**config.mk**
```make
export PLATFORM = sky130hd
export DESIGN_NAME = ubra_ctrl
export DESIGN_NICKNAME = d
export VERILOG_FILES = /design/src/rtl/ubra_pkg.sv /design/src/rtl/ubra_ctrl.sv
export SDC_FILE = /design/constraint.sdc
export NUM_CORES = 1
export LEC_CHECK = 0
export BUFFER_PORTS_ARGS = -buffer_cell sky130_fd_sc_hd__buf_2
export CAP_MARGIN = 20
export CORE_ASPECT_RATIO = 1.1
export CORE_MARGIN = 2
export CORE_UTILIZATION = 33
export DETAILED_ROUTE_END_ITERATION = 8
export SYNTH_ARGS = -nofsm -noshare
export SYNTH_HDL_FRONTEND = slang
export SYNTH_SLANG_ARGS = --single-unit
export TNS_END_PERCENT = 10
```
**constraint.sdc**
```tcl
create_clock -name clk -period 1.5 [get_ports clk]
set_input_delay 0.15 -clock clk [delete_from_list [all_inputs] [get_ports clk]]
set_output_delay 0.15 -clock clk [all_outputs]
set_load 0.01 [all_outputs]
```
**src/rtl/ubra_pkg.sv**
```systemverilog
// Shared types, field widths, codes and reset values of the unit bump region allocator.
package ubra_pkg;

  // Default geometry of the region
  localparam int REGION_UNITS_DEF = 4096;
  localparam int WORD_LOG2_DEF    = 6;

  // Sizes behind the line width reset value
  localparam int LINE_BYTES = 4;
  localparam int UNIT_BYTES = 16;

  // Request and result field widths
  localparam int FUNC_W = 3;
  localparam int CNT_W  = 13;
  localparam int IDX_W  = 12;
  localparam int OLD_W  = 13;
  localparam int ALN_W  = 9;
  localparam int P_W    = ALN_W + 1;

  // Configuration register widths
  localparam int CAP_W      = 13;
  localparam int BASE_W     = 12;
  localparam int LINE_W     = 7;
  localparam int CFG_IDX_W  = 2;
  localparam int CFG_DATA_W = 13;

  // Stream widths
  localparam int IN_TDATA_W  = 56;
  localparam int OUT_TDATA_W = 16;

  // Configuration register indexes
  localparam logic [CFG_IDX_W-1:0] CFG_CAPACITY = 2'd0;
  localparam logic [CFG_IDX_W-1:0] CFG_BASE     = 2'd1;
  localparam logic [CFG_IDX_W-1:0] CFG_LINE     = 2'd2;

  // Configuration reset values
  localparam logic [CAP_W-1:0]  CAP_RST  = 13'd4028;
  localparam logic [BASE_W-1:0] BASE_RST = 12'd68;
  localparam logic [LINE_W-1:0] LINE_RST = LINE_W'(LINE_BYTES * UNIT_BYTES / UNIT_BYTES);

  // Operation codes
  typedef enum logic [FUNC_W-1:0] {
    FN_ALLOC   = 3'd0,
    FN_ALIGNED = 3'd1,
    FN_LFREE   = 3'd2,
    FN_RFREE   = 3'd3,
    FN_RECLAIM = 3'd4,
    FN_GROW    = 3'd5
  } func_t;

  // Commands from the controller to the datapath
  typedef struct packed {
    logic load;
    logic alloc_chk;
    logic set_start;
    logic free_rd;
    logic free_wr;
    logic free_fin;
    logic rf_rd;
    logic rf_wr;
    logic scan_init;
    logic scan_rd;
    logic scan_chk;
    logic rc_take;
    logic rc_rd;
    logic rc_clr;
    logic rc_fin;
    logic rc_dec;
    logic grow;
    logic done;
  } ubra_cmd_t;

  // Status from the datapath to the controller
  typedef struct packed {
    func_t func;
    logic  idx_in;
    logic  hit;
    logic  scan_last;
    logic  found;
    logic  x_nz;
    logic  rc_break;
    logic  rw_last;
  } ubra_stat_t;

endpackage

```
**src/rtl/ubra_ctrl.sv**
```systemverilog
// Controller state machine of the unit bump region allocator.
module ubra_ctrl
  import ubra_pkg::*;
(
  input  logic       clk,
  input  logic       rst_n,
  input  logic       in_valid,
  input  logic       out_free,
  input  ubra_stat_t st,
  output logic       in_ready,
  output ubra_cmd_t  cmd
);

  typedef enum logic [15:0] {
    S_IDLE     = 16'h0001,
    S_DISP     = 16'h0002,
    S_ACHK     = 16'h0004,
    S_SETS     = 16'h0008,
    S_FREE_RD  = 16'h0010,
    S_FREE_WR  = 16'h0020,
    S_FREE_FIN = 16'h0040,
    S_RF_RD    = 16'h0080,
    S_RF_WR    = 16'h0100,
    S_SCAN_RD  = 16'h0200,
    S_SCAN_CHK = 16'h0400,
    S_RC_FIRST = 16'h0800,
    S_RC_RD    = 16'h1000,
    S_RC_CHK   = 16'h2000,
    S_RC_FIN   = 16'h4000,
    S_DONE     = 16'h8000
  } state_t;

  state_t state_r, state_nxt;
  state_t ret_r, ret_nxt;
  logic   first_r, first_nxt;

  // Next state and command decode
  always_comb begin
    state_nxt = state_r;
    ret_nxt   = ret_r;
    first_nxt = first_r;
    cmd       = '0;
    in_ready  = 1'b0;
    unique case (state_r)
      S_IDLE: begin
        in_ready = 1'b1;
        if (in_valid) begin
          cmd.load  = 1'b1;
          state_nxt = S_DISP;
        end
      end
      S_DISP: begin
        unique case (st.func)
          FN_ALLOC, FN_ALIGNED: state_nxt = S_ACHK;
          FN_LFREE: state_nxt = st.idx_in ? S_FREE_RD : S_DONE;
          FN_RFREE: state_nxt = st.idx_in ? S_RF_RD : S_DONE;
          FN_RECLAIM: begin
            cmd.scan_init = 1'b1;
            ret_nxt       = S_RC_FIRST;
            state_nxt     = S_SCAN_RD;
          end
          FN_GROW: begin
            cmd.grow  = 1'b1;
            state_nxt = S_DONE;
          end
          default: state_nxt = S_DONE;
        endcase
      end
      S_ACHK: begin
        cmd.alloc_chk = 1'b1;
        state_nxt     = S_SETS;
      end
      S_SETS: begin
        cmd.set_start = 1'b1;
        state_nxt     = S_DONE;
      end
      S_FREE_RD: begin
        cmd.free_rd = 1'b1;
        state_nxt   = S_FREE_WR;
      end
      S_FREE_WR: begin
        cmd.free_wr   = 1'b1;
        cmd.scan_init = 1'b1;
        ret_nxt       = S_FREE_FIN;
        state_nxt     = S_SCAN_RD;
      end
      S_FREE_FIN: begin
        cmd.free_fin = 1'b1;
        state_nxt    = S_DONE;
      end
      S_RF_RD: begin
        cmd.rf_rd = 1'b1;
        state_nxt = S_RF_WR;
      end
      S_RF_WR: begin
        cmd.rf_wr = 1'b1;
        state_nxt = S_DONE;
      end
      // Walk start words downward: read a word, then check it
      S_SCAN_RD: begin
        cmd.scan_rd = 1'b1;
        state_nxt   = S_SCAN_CHK;
      end
      S_SCAN_CHK: begin
        cmd.scan_chk = 1'b1;
        state_nxt    = (st.hit || st.scan_last) ? ret_r : S_SCAN_RD;
      end
      S_RC_FIRST: begin
        if (!st.found) begin
          state_nxt = S_ACHK;
        end else begin
          cmd.rc_take = 1'b1;
          first_nxt   = 1'b1;
          state_nxt   = S_RC_RD;
        end
      end
      S_RC_RD: begin
        cmd.rc_rd = 1'b1;
        state_nxt = S_RC_CHK;
      end
      S_RC_CHK: begin
        first_nxt = 1'b0;
        if (st.x_nz) begin
          cmd.rc_clr    = 1'b1;
          cmd.scan_init = 1'b1;
          ret_nxt       = S_RC_FIN;
          state_nxt     = S_SCAN_RD;
        end else if (first_r || st.rw_last) begin
          state_nxt = S_ACHK;
        end else begin
          cmd.rc_dec = 1'b1;
          state_nxt  = S_RC_RD;
        end
      end
      S_RC_FIN: begin
        cmd.rc_fin = 1'b1;
        if (st.rc_break || st.rw_last) begin
          state_nxt = S_ACHK;
        end else begin
          cmd.rc_dec = 1'b1;
          state_nxt  = S_RC_RD;
        end
      end
      S_DONE: begin
        if (out_free) begin
          cmd.done  = 1'b1;
          state_nxt = S_IDLE;
        end
      end
      default: state_nxt = S_IDLE;
    endcase
  end

  // Hold state
  always_ff @(posedge clk) begin
    if (!rst_n) begin
      state_r <= S_IDLE;
      ret_r   <= S_IDLE;
      first_r <= 1'b0;
    end else begin
      state_r <= state_nxt;
      ret_r   <= ret_nxt;
      first_r <= first_nxt;
    end
  end

endmodule

```
==> results of run 1 <==
## layout by cell type, fill, tap and decap left out, drive strengths merged, types with 2 or more instances in the layout
cell type / n
o32a: 3
nor4b: 8
and2: 7
clkbuf: 4
nand2: 6
a21oi: 3
and4b: 4
inv: 8
nor3b: 4
o21a: 4
o21ai: 4
nor4: 9
xor2: 4
nand2b: 2
and3: 7
buf: 85
and4: 5
nand3: 8
dfxtp: 21
a41o: 3
nor2: 11
nand4: 4
## metal layers
layer	share of wire	up-vias	wire, um
met5	0	-	0
met4	0.017	0	75
met3	0.049	6	222
met2	0.52	43	2340
met1	0.41	729	1858
li1	-	719	-
## worst max-delay path: cells and delay by family, from the launching register on
kind | cells | cell delay [ns]
flip-flops | 1 | 0.35
buffers and inverters | 2 | 0.31
AO/OA/AOI/OAI | 1 | 0.24
AND/OR/NAND/NOR | 3 | 0.60
## layout make-up
type | count | area (um2) | area share
clock buffers | 4 | 45.04 | 0.02059
inverters | 8 | 30.03 | 0.01373
multi-input cells | 109 | 1002 | 0.4582
flip-flops and latches | 21 | 442.9 | 0.2025
well taps | 52 | 65.06 | 0.02975
repair buffers | 85 | 601.8 | 0.2752
## worst max path at each step
| stage | startpoint | endpoint | slack (ns) | cells after the start |
|---|---|---|---|---|
| detailed placement | state_r[14] | state_r[0] | -0.44 | 4 |
| floorplan | state_r[3] | state_r[12] | -0.08 | 6 |
| CTS | state_r[3] | cmd[2] | -0.38 | 6 |
| finish | state_r[2] | cmd[2] | -0.42 | 6 |
| global placement | state_r[14] | state_r[0] | -0.42 | 4 |
| global route | state_r[11] | cmd[12] | -0.49 | 6 |
## logic make-up after synthesis
group | after synthesis | share of synthesized area
AO/OA/AOI/OAI | 25 | 0.1492
flip-flops | 21 | 0.3212
buffers and inverters | 14 | 0.05353
AND/OR/NAND/NOR | 79 | 0.4426
XOR/XNOR | 5 | 0.03346
## registers in the layout (all words and copies together) (netlist names)
signal	count
state_r	16
ret_r	4
first_r	1
## power by group
group	total [uW]	switching [uW]	internal, uW
sequential	569	10.9	558
clock	392	202	190
combinational	256	128	128
## what timing repair did
| action | CTS | global route |
|---|---|---|
| buffers inserted | 14 | 2 |
| pin swaps | 22 | 8 |
| resized for setup | 41 | 13 |
| setup endpoints to repair | 40 | 40 |
| hold buffers | 0 | 0 |
## per-stage QoR
stage | hold slack (ns) | worst slack [ns]
after CTS | 0.1045 | -0.3833
after global routing | 0.1178 | -0.4921
after global placement | 0.3703 | -0.4212
after floorplan | 0.2270 | -0.08333
final | 0.1052 | -0.4214
after detailed placement | 0.3843 | -0.4426
==> results.cfg, run 1 <==
[status]
outcome = complete, but fails checks
violations = negative setup slack

[layout]
utilization = 0.5646
final_area_mm2 = 0.002187
fillers = 337
nNetsFinal = 242
syn_to_final_growth_pct = 67.11
diodes = 0
fin_cells = 279
drive_above_1_share = 0.5991

[worst_setup_path]
worstSetupStartpointType = register
r2r_start = state_r[15]
crit_fanout = 7
r2r_cells = 8
worstPathCellList = nor4_4 > buf_6 > nand4_1 > o32a_1 > nor2_2 > buf_2
cp_data_arrival_time_ns = 1.77
crit_required_ns = 1.35
slowest_stage = dfxtp_2
r2r_end = state_r[2]
setup.worst_path.end_class = output port
crit_type = register to output port
max_stage_delay_ns = 0.35
r2r_slack_ns = -0.34

[yosys]
ys_ff_latch = 21
yosys_warnings = 0
synth_ff_type = dfxtp_1
yosys.area.top_type = dfxtp_1
synth_top_cells_by_count = 21 x dfxtp_1, 10 x nor2_1, 8 x inv_1, 8 x nand3_1, 7 x and2_1
synthTopCellsByArea = dfxtp_1 32%, nor4b_1 4.0%, and2_1 3.3%
synth.most_common_cell = dfxtp_1
synth.distinct_cells = 46
synthArstFlopShare = 0
yosysSeqAreaShare = 0.3212
syn_avg_cell_area_um2 = 9.089
synth.top_cell.area_share = 0.3212
syn-num-nets = 158
netlist_instances = 144
synth_edf_count = 0
syn_area_mm2 = 0.001309

[global_route]
antenna_found_initial = 0
grt_pass1_vias = 1529
grt_use_met2 = 0.3576
gr-usage-all-layers = 0.2073
busiest_layer = met2
grt_max_degree = 16
grt.overflow.total = 0
met3_usage = 0.04670
met1_usage = 0.2425
grt_pass1_wl_mm = 7.272

[sta]
max_freq_mhz = 520.5
fin_crit_ns = 1.921
fin_crit_sh = 1.281
slew_headroom = 0.6983
drv_slew = 0
skew_ns = 0.004317
grt_setup_unrepaired = yes
hold_viol_final = 0
setup_tns_ns = -8.378
setup_slack_ns = -0.4214
tightest_slew_ns = 0.4515
setup_viol = 35

[die]
core_mm2 = 0.003874
rows = 24
die_h_um = 70.05
die_x_um = 64.05
pin_count = 33
start_util = 0.3379
die_area_mm2 = 0.004486

[placement]
placedCellCount = 259
dp_hpwl_mm = 3.208
place.port_buffers = 32
place_congestion = 0.8226
placed_area_mm2 = 0.001808

[hold_path]
worstHoldStart = st[7]
hold_end = state_r[4]
hp-class = input pin to register
holdPathStages = 2

[route]
vias = 1497
via_per_inst = 5.366
ant_nets = 0
wl_mm = 4.496
drt_iter0_drc = 65
first_pass_iters = 4
drc = 0
avgRoutedWirePerCell_um = 16.11

[cts]
root_buffer = clkbuf_8
clk_pin_slew_ns = 0.08
htree_levels = 1
cts_sinks = 21
cts_buffer_depth = 2
cts_tree = done
clk_latency_ns = 0.27
cts-buffers-inserted = 3

[power_and_ir_drop]
power.density_mw_per_mm2 = 556.4
p_total_uw = 1217
peakVddDrop_mv = 0.3839
p_leak_uw = 0.001028

[job]
drv_cap = 0
(Power assumes the default switching activity.)
==> inputs of run 2 (changes only) <==
--- a/config.mk
+++ b/config.mk
@@ -12,4 +12,5 @@
 export CORE_UTILIZATION = 33
 export DETAILED_ROUTE_END_ITERATION = 8
+export SLEW_MARGIN = 20
 export SYNTH_ARGS = -nofsm -noshare
 export SYNTH_HDL_FRONTEND = slang
==> constraint.sdc (replaced) <==
create_clock -name clk -period 1.5 [get_ports clk]
set_input_delay 0.075 -clock clk [delete_from_list [all_inputs] [get_ports clk]]
set_output_delay 0.075 -clock clk [all_outputs]
set_load 0.01 [all_outputs]
==> run 2 against run 1 <==
Against the previous run: the run still ends with negative setup slack left; via count fell by 5.3%; clock skew fell by 0.0021 ns; die area did not move; flip-flop and latch count did not move; register-to-register slack improved by 0.19 ns; combinational power fell by 5%; non-clock buffer count fell by 8; routed wire length fell by 9.7%; setup slack improved by 0.055 ns; core utilization fell by 2.0 points; largest cell class unchanged.
==> results.cfg, run 2 (synthesis gave the netlist of run 1 again) <==
[status]
outcome = complete, but fails checks
violations = negative setup slack

[route]
met1Wirelength_mm = 1.681
avgRoutedWirePerCell_um = 14.99
first_pass_iters = 4
drt_iter0_drc = 56
wl_mm = 4.061
wl_met3_um = 157
ant_nets = 0
vias = 1417
top_layer = met4
via_per_inst = 5.229
drc = 0
met2_length_mm = 2.154

[sta]
slew_headroom = 0.7437
grt_setup_unrepaired = yes
fin_crit_ns = 1.867
hold_viol_final = 0
fin_crit_sh = 1.244
setup_slack_ns = -0.3667
drv_slew = 0
setup_viol = 33
tightest_slew_ns = 0.3829
skew_ns = 0.002178
max_freq_mhz = 535.7

[global_route]
grt.overflow.total = 0
grt_pass1_wl_mm = 6.555
grt_max_degree = 16
grt_pass1_vias = 1390
gr-usage-all-layers = 0.1852
antenna_found_initial = 0

[power_and_ir_drop]
swShare = 0.2688
peakVddDrop_mv = 0.3118
p_seq_frac = 0.477
p_leak_uw = 0.0009888
internal-power_uw = 869.8
combPwrFrac = 0.203
clock_power_share = 0.320
power.density_mw_per_mm2 = 563.9
power.switching_uw = 319.7

[layout]
diodes = 0
drive_above_1_share = 0.5753
top_register = state_r
fin_cells = 271
syn_to_final_growth_pct = 61.19
largestRegisters = state_r (16), ret_r (4), first_r (1)
largest_register_ffs = 16
nNetsFinal = 234
layout_common_cells = 37 x buf_4, 28 x buf_2, 12 x buf_6, 10 x nor2_1
final_area_mm2 = 0.002110
layout_commonest_cell = buf_4

[worst_setup_path]
cp_data_arrival_time_ns = 1.79
crit_fanout = 5
crit_required_ns = 1.42
setup.worst_path.end_class = output port
worstSetupStartpointType = register
r2r_slack_ns = -0.15
crit_type = register to output port

[die]
core_mm2 = 0.003874
die_x_um = 64.05
die_area_mm2 = 0.004486
start_util = 0.3379
rows = 24
die_h_um = 70.05
pin_count = 33

[placement]
placedCellCount = 256
placed_area_mm2 = 0.001767
dp_hpwl_mm = 2.969
place_congestion = 0.7764
place.port_buffers = 32

[cts]
cts_buffer_depth = 2
clk_latency_ns = 0.26
htree_levels = 1
cts_tree = done
root_buffer = clkbuf_8
clk_pin_slew_ns = 0.08
cts-buffers-inserted = 3
cts_sinks = 21

[job]
drv_cap = 0

[hold_path]
hp-class = input pin to register
==> run 2: cell types whose count changed in the layout (fill, tap and decap cells not counted), sizes merged <==
cell,before,now
buf,85,77
==> run 2: metal layers <==
| metal | up-vias | global-route usage |
|---|---|---|
| met5 | - | 0 |
| li1 | 708 | - |
| met2 | 34 | 0.3299 |
| met4 | 0 | 0.04589 |
| met1 | 669 | 0.2289 |
| met3 | 6 | 0.03060 |
==> run 2: layout make-up <==
class	instances	area, um2
Clock buffer	4	45.04
Inverter	8	30.03
Multi-Input combinational cell	109	973.4
Timing Repair Buffer	77	553.0
Fill cell	351	1764
Tap cell	52	65.06
Sequential cell	21	442.9
==> run 2: stage by stage <==
step	hold WS [ns]	worst slack [ns]	setup TNS (ns)	util	total power (uW)
2_1_floorplan	0.1520	-0.08657	-0.4729	-	680.9
3_3_place_gp	0.2948	-0.1460	-1.025	0.4561	763.9
3_5_place_dp	0.2990	-0.2001	-1.925	0.4561	767.3
4_1_cts	0.01285	-0.3650	-6.155	0.5052	1150
5_1_grt	0.01945	-0.4380	-9.243	0.5446	1247
6_report	0.02349	-0.3667	-5.615	0.5446	1190
==> run 2: timing repair <==
| action | in CTS | in global routing |
|---|---|---|
| pin swaps | 14 | 12 |
| buffers inserted | 6 | 3 |
| endpoints found under the setup margin | 40 | 40 |
| cloned | 1 | 1 |
| gates resized for setup | 28 | 31 |
| hold buffers | 0 | 0 |
==> run 2: path summary, 6_finish.rpt <==
check / start / endpoint / cells past startpoint
worst max-delay path: state_r[14] / cmd[1] / 6
worst min-delay path: st[7] / state_r[4] / 2
worst max register to register: state_r[14] / state_r[0] / 5
worst min register to register: ret_r[6] / ret_r[6] / 2
==> run 2: power groups by stage <==
stage / combinational [uW] / sequential [uW] / clock (uW)
after CTS: 194 / 566 / 390
after global routing: 262 / 568 / 417
after floorplan: 92.3 / 589 / 0
after global placement: 181 / 583 / 0
after detailed placement: 185 / 583 / 0
final: 242 / 567 / 381
==> run 2: worst max-delay path: stages (launching register included) <==
cell and delay, ns:
dfxtp_4 0.37, nor4_4 0.31, buf_4 0.17, and3_4 0.21, nand2_4 0.08, nor4b_4 0.23
buf_2 0.18
==> inputs of run 3 (changes only) <==
Settings changed: BUFFER_PORTS_ARGS -buffer_cell sky130_fd_sc_hd__buf_2 to default, DONT_BUFFER_PORTS from default to 1.
Clock period 1.5 ns to 1.8 ns, I/O delays scaled along.
==> run 3 against run 2 <==
Against the previous run: the run still ends with negative setup slack left; cell count down 9.6%; hold slack improved by 0.0033 ns; non-clock buffer count down 26; die area is the same; global-route usage fell by 0.78 points; highest routed layer unchanged; core utilization decreased by 5.5 points; setup slack gained 0.24 ns; clock skew increased by 0.0013 ns; critical path depth did not move; largest power group unchanged; routed wire length grew 0.64%; via count is 2.2% lower; design area fell by 10%.
==> results.cfg, run 3 (synthesis gave the netlist of run 1 again) <==
[cts]
htree_levels = 1
cts_sinks = 21
cts_tree = done
clk_latency_ns = 0.27
clk_pin_slew_ns = 0.08
root_buffer = clkbuf_8
cts_buffer_depth = 2
cts-buffers-inserted = 3

[die]
die_x_um = 64.05
core_mm2 = 0.003874
pin_count = 33
die_h_um = 70.05
die_area_mm2 = 0.004486
rows = 24
start_util = 0.3379

[global_route]
grt_max_degree = 16
antenna_found_initial = 0
grt.overflow.total = 0
grt_pass1_wl_mm = 6.106
gr-usage-all-layers = 0.1774
grt_pass1_vias = 1322

[hold_path]
hold_end = state_r[4]
holdPathStages = 2
hp-class = input pin to register
worstHoldStart = st[6]

[route]
via_per_inst = 5.657
first_pass_iters = 4
vias = 1386
drt_iter0_drc = 102
drc = 0
avgRoutedWirePerCell_um = 16.68
ant_nets = 0
wl_mm = 4.087

[worst_setup_path]
r2r_end = state_r[12]
setup.worst_path.end_class = output port
crit_type = register to output port
crit_required_ns = 1.71
slowest_stage = nor4b_1
r2r_cells = 9
crit_fanout = 7
r2r_slack_ns = -0.03
r2r_start = state_r[5]
worstPathCellList = buf_4 > nor4b_1 > nand4_1 > o21ai_2 > a41o_1 > buf_6
cp_data_arrival_time_ns = 1.83
worstSetupStartpointType = register
max_stage_delay_ns = 0.36

[status]
violations = negative setup slack
outcome = complete, but fails checks

[layout]
largest_register_ffs = 16
layout_common_cells = 41 x buf_4, 14 x dfxtp_1, 10 x nor2_1, 8 x nand3_1
diodes = 0
layout_commonest_cell = buf_4
largestRegisters = state_r (16), ret_r (4), first_r (1)
fillers = 348
top_register = state_r
fin_cells = 245
nNetsFinal = 208
drive_above_1_share = 0.4093
multiInputGateArea_um2 = 915.9
regArea_um2 = 431.7
final_area_mm2 = 0.001896
utilization = 0.4893
syn_to_final_growth_pct = 44.84

[sta]
skew_ns = 0.003448
drv_slew = 0
setup_viol = 9
hold_viol_final = 0
setup_slack_ns = -0.1223
fin_crit_ns = 1.922
hold_ws_ns = 0.02682
grt_setup_unrepaired = yes
setup_tns_ns = -0.4207
max_freq_mhz = 520.2
fin_crit_sh = 1.068
slew_headroom = 0.6411
tightest_slew_ns = 0.5365

[placement]
place_congestion = 0.9367
dp_hpwl_mm = 2.841
place.port_buffers = 0
placedCellCount = 223
placed_area_mm2 = 0.001582

[power_and_ir_drop]
power.density_mw_per_mm2 = 507.2
p_leak_uw = 0.0008360
peakVddDrop_mv = 0.2241

[job]
drv_cap = 0
run 3: routing by layer:
layer | global-route usage | share of wire | vias up
li1 | - | - | 653
met2 | 0.2975 | 0.49 | 59
met1 | 0.2126 | 0.40 | 663
met5 | 0 | 0 | -
met4 | 0.08937 | 0.031 | 0
met3 | 0.03543 | 0.076 | 11
run 3: layout make-up:
type / count / share of cell area
flip-flops and latches: 21 / 0.2277
clock buffers: 4 / 0.02376
inverters: 8 / 0.01584
well taps: 52 / 0.03432
repair buffers: 51 / 0.2152
multi-input cells: 109 / 0.4832
run 3: worst max path at each step:
stage                startpoint    endpoint  slack (ns)  depth (start not counted)
floorplan            state_r[6]      cmd[1]        0.11                          6
global placement    state_r[15]  state_r[0]      -0.002                          4
detailed placement  state_r[15]  state_r[0]        0.03                          4
CTS                  state_r[4]      cmd[2]        -0.1                          6
global route         state_r[5]      cmd[2]       -0.15                          6
finish               state_r[6]      cmd[9]       -0.12                          6
run 3: what timing repair did:
action,4_1_cts,5_1_grt
setup buffers,8,4
pin swaps,8,10
gates resized for setup,16,16
gates cloned,0,1
hold buffers,5,0
endpoints found under the hold margin,17,0
endpoints found under the setup margin,11,14
run 3: where the power goes:
part	switching, uW	internal [uW]	leakage, uW
clock	165	158	0.0000228
combinational	79.5	80.2	0.000641
sequential	9.15	469	0.000173
run 3: critical path, delay by kind of cell, from the launching register on:
family,cells,cell delay (ns)
simple gates,2,0.61
flops,1,0.35
compound gates,2,0.31
buf+inv,2,0.30
run 3: stage by stage:
step                      setup slack [ns]  total power (uW)
after global placement           -0.001951             598.8
after detailed placement           0.02660             600.7
after CTS                         -0.09829             938.8
after floorplan                     0.1095             565.8
final                              -0.1223             961.4
after global routing               -0.1537             995.4
